<file path="src/design/hsv2rgb_pkg.sv">
package hsv2rgb_pkg;

  localparam int unsigned HUE_W           = 16;
  localparam int unsigned CHAN_W          = 17;
  localparam int unsigned HUE_FRAC_BITS   = 13;
  localparam int unsigned CHAN_FRAC_BITS  = 16;

  localparam int unsigned K_W             = 30;
  localparam int unsigned HK_W            = HUE_W + K_W;
  localparam int unsigned HP_W            = 19;
  localparam int unsigned SECT_W          = HP_W - CHAN_FRAC_BITS;
  localparam int unsigned PROD_W          = 2 * CHAN_W;
  localparam int unsigned HP_SHIFT        = 30 + HUE_FRAC_BITS - CHAN_FRAC_BITS;

  localparam int unsigned S_DATA_W        = 56;
  localparam int unsigned M_DATA_W        = 56;

  localparam logic [63:0] SCALE_K_64 =
      (64'd3 * 64'd1073741824 * 64'd100000000 + 64'd157079632) / 64'd314159265;
  localparam logic [K_W-1:0] SCALE_K = SCALE_K_64[K_W-1:0];

  localparam logic [CHAN_W-1:0] ONE       = CHAN_W'(1) << CHAN_FRAC_BITS;
  localparam logic [PROD_W-1:0] HALF      = PROD_W'(1) << (CHAN_FRAC_BITS - 1);
  localparam int unsigned       TOL_INT   = ((1 << CHAN_FRAC_BITS) + 500) / 1000;
  localparam logic [HP_W-1:0]   SIX       = HP_W'(6) << CHAN_FRAC_BITS;
  localparam logic [HP_W-1:0]   SIX_LO    = SIX - HP_W'(TOL_INT);
  localparam logic [HP_W-1:0]   SIX_HI    = SIX + HP_W'(TOL_INT);

  typedef enum logic [SECT_W-1:0] {
    SECT_RY   = 3'd0,
    SECT_YG   = 3'd1,
    SECT_GC   = 3'd2,
    SECT_CB   = 3'd3,
    SECT_BM   = 3'd4,
    SECT_MR   = 3'd5,
    SECT_GR6  = 3'd6,
    SECT_GR7  = 3'd7
  } sector_e;

endpackage

</file>
<file path="src/design/hsv_to_rgb_converter_unit.sv">
// An input transfer is registered through stages 1 to 4, in order, to the
// master side (four register stages).
// Throughput: one item per cycle; each of the four stages holds its item
// while the stage after it is full and stalled, so bubbles still fill.
// The multipliers sit in stages 1 and 3, so no stage limits the rate.
// Reset: rst_ni is asynchronous, active low, and clears all stage valid bits.
module hsv_to_rgb_converter_unit
  import hsv2rgb_pkg::*;
(
  input  logic                clk_i,
  input  logic                rst_ni,
  input  logic                s_axis_tvalid,
  output logic                s_axis_tready,
  // [15:0] hue, [32:16] saturation, [49:33] brightness, [55:50] zero
  input  logic [S_DATA_W-1:0] s_axis_tdata,
  output logic                m_axis_tvalid,
  input  logic                m_axis_tready,
  // [16:0] red, [33:17] green, [50:34] blue, [55:51] zero
  output logic [M_DATA_W-1:0] m_axis_tdata
);

  logic vld1_q, vld2_q, vld3_q, vld4_q;
  logic en1, en2, en3, en4;

  assign en4 = !vld4_q || m_axis_tready;
  assign en3 = !vld3_q || en4;
  assign en2 = !vld2_q || en3;
  assign en1 = !vld1_q || en2;
  assign s_axis_tready = en1;

  always_ff @(posedge clk_i or negedge rst_ni) begin
    if (!rst_ni) begin
      vld1_q <= 1'b0;
      vld2_q <= 1'b0;
      vld3_q <= 1'b0;
      vld4_q <= 1'b0;
    end else begin
      if (en1) vld1_q <= s_axis_tvalid;
      if (en2) vld2_q <= vld1_q;
      if (en3) vld3_q <= vld2_q;
      if (en4) vld4_q <= vld3_q;
    end
  end

  // stage 1: saturate, V*S and hue*K
  logic [HUE_W-1:0]  hue_in;
  logic [CHAN_W-1:0] sat_in, val_in, sat_c, val_c;
  logic [PROD_W-1:0] vs1_d, vs1_q;
  logic [HK_W-1:0]   hk1_d, hk1_q;
  logic [CHAN_W-1:0] v1_q;

  assign hue_in = s_axis_tdata[HUE_W-1:0];
  assign sat_in = s_axis_tdata[HUE_W+CHAN_W-1:HUE_W];
  assign val_in = s_axis_tdata[HUE_W+2*CHAN_W-1:HUE_W+CHAN_W];
  assign sat_c  = (sat_in > ONE) ? ONE : sat_in;
  assign val_c  = (val_in > ONE) ? ONE : val_in;
  assign vs1_d  = PROD_W'(val_c) * PROD_W'(sat_c);
  assign hk1_d  = HK_W'(hue_in) * HK_W'(SCALE_K);

  // stage 2: chroma, offset, sector position with wrap
  logic [PROD_W-1:0] vs_rnd;
  logic [HP_W-1:0]   hp_raw, hp_w;
  logic [CHAN_W-1:0] c2_d, c2_q, m2_d, m2_q;
  logic [SECT_W-1:0] sect2_q;
  logic [CHAN_FRAC_BITS-1:0] frac2_q;

  assign vs_rnd = vs1_q + HALF;
  assign c2_d   = vs_rnd[CHAN_FRAC_BITS+CHAN_W-1:CHAN_FRAC_BITS];
  assign m2_d   = v1_q - c2_d;
  assign hp_raw = hk1_q[HP_SHIFT+HP_W-1:HP_SHIFT];
  assign hp_w   = (hp_raw >= SIX_LO && hp_raw <= SIX_HI) ? '0 : hp_raw;

  // stage 3: second component product
  logic [CHAN_W-1:0] opnd;
  logic [PROD_W-1:0] xp3_d, xp3_q;
  logic [CHAN_W-1:0] c3_q, m3_q;
  logic [SECT_W-1:0] sect3_q;

  assign opnd  = sect2_q[0] ? (ONE - CHAN_W'(frac2_q)) : CHAN_W'(frac2_q);
  assign xp3_d = PROD_W'(c2_q) * PROD_W'(opnd);

  // stage 4: place chroma and second component, add offset
  logic [PROD_W-1:0] x_rnd;
  logic [CHAN_W-1:0] x3, r_d, g_d, b_d, r_q, g_q, b_q;
  logic [CHAN_W-1:0] r1, g1, b1;

  assign x_rnd = xp3_q + HALF;
  assign x3    = x_rnd[CHAN_FRAC_BITS+CHAN_W-1:CHAN_FRAC_BITS];

  always_comb begin
    r1 = '0;
    g1 = '0;
    b1 = '0;
    case (sector_e'(sect3_q))
      SECT_RY: begin r1 = c3_q; g1 = x3;   end
      SECT_YG: begin r1 = x3;   g1 = c3_q; end
      SECT_GC: begin g1 = c3_q; b1 = x3;   end
      SECT_CB: begin g1 = x3;   b1 = c3_q; end
      SECT_BM: begin r1 = x3;   b1 = c3_q; end
      SECT_MR: begin r1 = c3_q; b1 = x3;   end
      default: begin r1 = '0;   g1 = '0;   b1 = '0; end
    endcase
  end

  assign r_d = r1 + m3_q;
  assign g_d = g1 + m3_q;
  assign b_d = b1 + m3_q;

  always_ff @(posedge clk_i) begin
    if (en1) begin
      vs1_q <= vs1_d;
      hk1_q <= hk1_d;
      v1_q  <= val_c;
    end
    if (en2) begin
      c2_q    <= c2_d;
      m2_q    <= m2_d;
      sect2_q <= hp_w[HP_W-1:CHAN_FRAC_BITS];
      frac2_q <= hp_w[CHAN_FRAC_BITS-1:0];
    end
    if (en3) begin
      xp3_q   <= xp3_d;
      c3_q    <= c2_q;
      m3_q    <= m2_q;
      sect3_q <= sect2_q;
    end
    if (en4) begin
      r_q <= r_d;
      g_q <= g_d;
      b_q <= b_d;
    end
  end

  assign m_axis_tvalid = vld4_q;
  assign m_axis_tdata  = {(M_DATA_W - 3*CHAN_W)'(0), b_q, g_q, r_q};

  a_ready_when_empty: assert property (@(posedge clk_i) disable iff (!rst_ni)
    !vld1_q |-> s_axis_tready)
    else $error("input not ready with stage 1 empty");

  a_chroma_le_value: assert property (@(posedge clk_i) disable iff (!rst_ni)
    vld2_q |-> (c2_q <= ONE && m2_q <= ONE))
    else $error("chroma or offset out of range");

  a_stage3_hold: assert property (@(posedge clk_i) disable iff (!rst_ni)
    (vld3_q && !en3) |=> ($stable(xp3_q) && $stable(sect3_q) && vld3_q))
    else $error("stage 3 lost data during stall");

  a_grey: assert property (@(posedge clk_i) disable iff (!rst_ni)
    (en4 && vld3_q && sect3_q[2] && sect3_q[1]) |=> (r_q == g_q && g_q == b_q))
    else $error("hue past sixth sector not grey");

  a_out_range: assert property (@(posedge clk_i) disable iff (!rst_ni)
    vld4_q |-> (r_q <= ONE && g_q <= ONE && b_q <= ONE))
    else $error("channel out of range");

endmodule
</file>
<file path="config.mk">
export PLATFORM = sky130hd
export DESIGN_NAME = hsv_to_rgb_converter_unit
export DESIGN_NICKNAME = d
export VERILOG_FILES = /design/src/design/hsv2rgb_pkg.sv /design/src/design/hsv_to_rgb_converter_unit.sv
export SDC_FILE = /design/constraint.sdc
export NUM_CORES = 2
export LEC_CHECK = 0
export ABC_CLOCK_PERIOD_IN_PS = 10300
export CAP_MARGIN = 5
export CORE_MARGIN = 5
export CORE_UTILIZATION = 65
export CTS_CLUSTER_DIAMETER = 200
export DETAILED_ROUTE_END_ITERATION = 10
export DONT_BUFFER_PORTS = 1
export MAX_ROUTING_LAYER = met4
export PLACE_DENSITY = 0.88
export SLEW_MARGIN = 20
export SYNTH_ARGS = -nofsm -noshare
export SYNTH_HDL_FRONTEND = slang
export SYNTH_SLANG_ARGS = --single-unit
</file>
<file path="constraint.sdc">
create_clock -name clk_i -period 10.3 [get_ports clk_i]
set_input_delay 1.03 -clock clk_i [delete_from_list [all_inputs] [get_ports clk_i]]
set_output_delay 1.03 -clock clk_i [all_outputs]
set_load 0.03 [all_outputs]
</file>
* Yosys cells after proc, flatten, opt, wreduce, memory -nomap -nowiden *
Cells that the tools add are included.

word-level totals
  register bits after elaboration = 274
  bits in latches = 0
  bits in writable memories = 0
  bits in read-only memories = 0
  input bits = 60
  memories kept = 0

operators by class
  add/sub/neg operators = 7
  multipliers = 3
  divide/modulo/power cells = 0
  magnitude comparators = 4
  equality and inequality tests = 5
  shift operators = 0
  mux-type cells = 6
  bitwise logic cells = 0
  reductions and logical operators = 16

operators by type and width
  operator                                                   count
  case mux 17 bit (2 select lines)                           3
  adder 33 x 16 -> 33 bit, second input constant             2
  multiplier 17 x 17 -> 33 bit                               2
  adder 17 bit                                               3
  2-to-1 mux 17 bit                                          3
  multiplier 16 x 30 -> 46 bit, second input constant        1
  > comparator 17 bit, second input constant                 2
  greater-or-equal comparator 19 bit, second input constant  1
  less-or-equal comparator 19 bit, second input constant     1
  subtractor 17 x 16 -> 17 bit, first input constant         1
  subtractor 17 bit                                          1
  OR reduction 2 bit                                         6
  equality test 3 x 2 -> 1 bit, second input constant        2
  equality test 3 bit, second input constant                 2
  logical NOT 1 bit                                          4
  logical OR 1 bit                                           4
  equality test 3 x 1 -> 1 bit, second input constant        1
  logical NOT 3 bit                                          1
  logical AND 1 bit                                          1

* Longest topological paths before layout *
  word-level depth = 5
  mapped depth = 33
  mapped depth without buffers = 30

* Least setup slack after synthesis *
Ideal clock, no wire load.

  path kind = register to register
  from = register frac2_q[0]
  to = register xp3_q[31] (data pin)
  setup time = 258 ps
  data arrival time = 7622 ps
  required time = 10042 ps
  path slack = 2421 ps
  cell stages (with the launch flop) = 32
  buffers on the path = 3
  period minus slack after synthesis = 7879 ps
  cells stage by stage = edfxtp_1 > clkbuf_1 > clkbuf_1 > inv_1 > ha_1 > nand2_1 > or3_1 > or3_1 > or3_4 > nand2_1 > xnor2_1 > clkbuf_1 > nand2_1 > fa_1 > inv_1 > fa_1 > fa_1 > fa_1 > fa_1 > inv_1 > fa_1 > inv_1 > ha_1 > nand3_1 > nor2_1 > a221oi_1 > o21ai_0 > a21oi_1 > a21boi_0 > a311o_1 > a21oi_1 > xnor2_1

between the ends
  word-level cells in the longest chain between the ends = 3

ends and longest elaborated chain
  item                            RTL line                          source
  start: declaration              hsv_to_rgb_converter_unit.sv:65   logic [CHAN_FRAC_BITS-1:0] frac2_q;
  start signal: assignment        hsv_to_rgb_converter_unit.sv:119  frac2_q <= hp_w[CHAN_FRAC_BITS-1:0];
  subtractor 17 x 16 -> 17 bit    hsv_to_rgb_converter_unit.sv:79   assign opnd = sect2_q[0] ? (ONE - CHAN_W'(frac2_q)) : CHAN_W'(frac2_q);
  2-to-1 mux 17 bit *             hsv_to_rgb_converter_unit.sv:79
  multiplier 17 x 17 -> 33 bit *  hsv_to_rgb_converter_unit.sv:80   assign xp3_d = PROD_W'(c2_q) * PROD_W'(opnd);
  net xp3_d[31]                   hsv_to_rgb_converter_unit.sv:75   logic [PROD_W-1:0] xp3_d, xp3_q;
  end signal: assignment          hsv_to_rgb_converter_unit.sv:122  xp3_q <= xp3_d;
  end: declaration                hsv_to_rgb_converter_unit.sv:75

The timed path passes the listed nets; every way through them passes the cells marked *.
A chain may end at the register's enable or synchronous reset.

* Final worst setup path *
  from = register frac2_q[0]
  to = register xp3_q[25] (data pin)

The elaborated chain is that of the path after synthesis.

==> metrics.md <==
| Metric | Value |
|---|---|
| Status | complete, no violations |
| Max cap viols | 0 |
| Hold_buf cts | 0 |
| DR iter-0 viols | 1,976 |
| Core ar. | 54,990 um^2 |
| Count of different cell masters after synthesis | 75 |
| Synth Warn # | 0 |
| Non-Filler Instances | 4,461 |
| Cts bufs inserted | 21 |
| Layout cells sized above 1 | 2.587% |
| Layout area overhead | 4.166% |
| Setup TNS | 0 ns |
| H-tree levels | 1 |
| DRT Pass-1 Iters | 6 |
| Initial antenna violation count | 2 |
| DIE AREA | 60,300 um^2 |
| Count of final setup violators | 0 |
| Clock-pin slew on the worst setup and hold paths | 0.06 ns |
| Syn_area_per_cell | 9.660 um^2 |
| Gr usage total | 29.80% |
| Fmax | 109.0 MHz |
| RSZ-0062 raised after global routing | false |
| Synth top area share | 33.36% |
| Post-cts sizing count | 0 |
| Largest area contributor in the netlist | fa_1 |
| Most common cell in the netlist | inv_1 |
| Final Hold Fails | 0 |
| Top cells by area, synth | fa_1 (33%), edfxtp_1 (18%), ha_1 (16%) |
| Synth cell count leaders | inv_1 (827), fa_1 (601), nand2_1 (515) |
| Tmin final | 9.172 ns |
| TritonCTS clock tree | yes |
| Clk sinks | 217 |
| Count of buffer and inverter cells on the critical path | 3 |
| Critical Path AT | 9.42 ns |
| Final WL | 85,450 um |
| Worst-Skew Late Latency | 0.53 ns |
| Ports | 118 |
| Global route overflow | 0 |
| Mapped Cells | 3,734 |
| Vias in the first global route | 28,070 |
| Top FF cell, synth | edfxtp_1 |
| PortBufs | 0 |
| Starting Density | 65.60% |
| Global-route wire length before repair | 140,300 um |
| Startpoint Class | flip-flop |
| Chip Height | 245.6 um |
| Seq/Total Area, Yosys | 18.01% |
| Wire length per cell | 19.15 um |
| CP Max Fanout | 19 |
| Clock buffer depth | 3 |
| Largest net degree at the start of global routing | 57 |
| Nets | 4,819 |
| Seq cells post-synth | 217 |
| Vias | 26,010 |
| Hold crit path type | in -> async |
| Worst Path Required | 10.55 ns |
| CP max stage cell | edfxtp_1 |
| Slowest cell delay on critical path | 0.66 ns |
| Critical path's top delay family | adder cells |
| DP Wirelength | 69,560 um |
| Critical Path Sink Type | flip-flop |
| Root Buffer | clkbuf_16 |
| Most used cell along the critical path | fa_1 |
| Placement Rows | 86 |
| Drt drc | 0 |
| Max-slew headroom | 24.14% |
| Via density | 5.831 |
| Worst Tran Pin Value | 1.136 ns |
| Post-DRT Antenna Nets | 0 |
| Period utilization | 89.05% |
| Clock Skew | 0.01925 ns |
| EDFF count, synth | 213 |
| Area of the mapped netlist | 36,070 um^2 |
| Async set-or-reset flop fraction in the synthesized netlist | 1.843% |
| Dpl cells | 4,425 |
| Critical path class | reg -> reg |
| DIE WIDTH | 245.6 um |
| Setup Fix Bufs, Post-CTS | 0 |
| GP Congestion | 1.019 |
| Count of final max-slew check failures | 0 |
[layout make-up]
type / instances / area, um^2
sequential: 217 / 6496
antenna: 2 / 5.005
tap: 748 / 935.9
clock buffer: 24 / 536.8
multi-input combinational: 2599 / 26150
timing repair buffer: 29 / 217.7
clock inverter: 10 / 107.6
fill: 3920 / 17410
inverter: 832 / 3123
[final timing paths]
kind                       cells past startpoint  slack [ns]                   to                      from
max                                           27        1.13  xp3_q[25]$_DFFE_PP_  frac2_q[0]$_SDFFCE_PP0P_
min                                            0        0.20   vld1_q$_DFFE_PN0P_                    rst_ni
max reg2reg                                   27        1.13  xp3_q[25]$_DFFE_PP_  frac2_q[0]$_SDFFCE_PP0P_
min reg2reg                                    0        0.42    m3_q[7]$_DFFE_PP_         m2_q[7]$_DFFE_PP_
max in group asynchronous                      0       10.03   vld2_q$_DFFE_PN0P_                    rst_ni
min in group clk_i                             0        0.42    m3_q[7]$_DFFE_PP_         m2_q[7]$_DFFE_PP_
[layer usage]
layer	global-route usage (%)	part of all wire (%)	up-vias	wire length, um
met5	-	0	-	0
met4	13.41	5.9	0	5040
met3	7.207	10	399	8552
met2	49.23	48	1298	41100
met1	34.89	36	12740	30750
li1	-	-	11570	-
[kinds of logic after synthesis]
family          after synthesis  synth area share, %
simple gates               1034                13.07
buf+inv                     922                9.671
xor+xnor                    170                4.149
other cells                   1              0.01040
compound gates              330                5.814
mux                           1              0.02775
flops                       217                18.01
fa+ha+maj                  1059                49.24
[worst reg2reg max path: cells and delay by family (launching register included)]
kind / cells / cell delay (ns)
and+or+nand+nor: 7 / 1.98
xor gates and xnor gates: 2 / 0.51
DFF: 1 / 0.66
buffers and inverters: 3 / 0.28
adders and majority gates: 8 / 3.57
AOI/OAI and AO/OA: 7 / 1.89
[metrics by stage]
stage               utilization [%]  area (um^2)  hold WS [ns]  setup slack, ns
detailed placement            67.15        36920        0.4054            1.411
floorplan                         -        36080        0.4003            2.421
CTS                           68.32        37560        0.1870            1.303
global placement              67.14        36920        0.4010            1.525
finish                        68.33        37570        0.2030            1.128
global route                  68.33        37570        0.1795           0.7307
[sequential cells by signal, summed over array words and instances, names as in the netlist, 3 cells and up]
register  flops
m2_q         17
vs1_q        18
c2_q         17
sect3_q       3
xp3_q        18
sect2_q       3
b_q          17
m3_q         17
r_q          17
hk1_q        19
g_q          17
v1_q         17
frac2_q      16
c3_q         17
[layout by cell type, fill, tap and decap left out, drive strengths merged, types with 11 or more instances in the layout]
master	count
nor3	29
and3	27
a21oi	90
ha	458
nand2	516
nand2b	21
inv	829
or3	14
xor2	52
buf	29
o21a	12
edfxtp	213
clkbuf	24
nand4	11
o21ai	97
nand3	36
nor2	180
xnor2	118
a211oi	11
and2	142
nor2b	24
nor4	14
fa	601
a21o	32
Power is not shown: default switching activity piles up to over one toggle a cycle in this logic, so the estimate is an artifact.
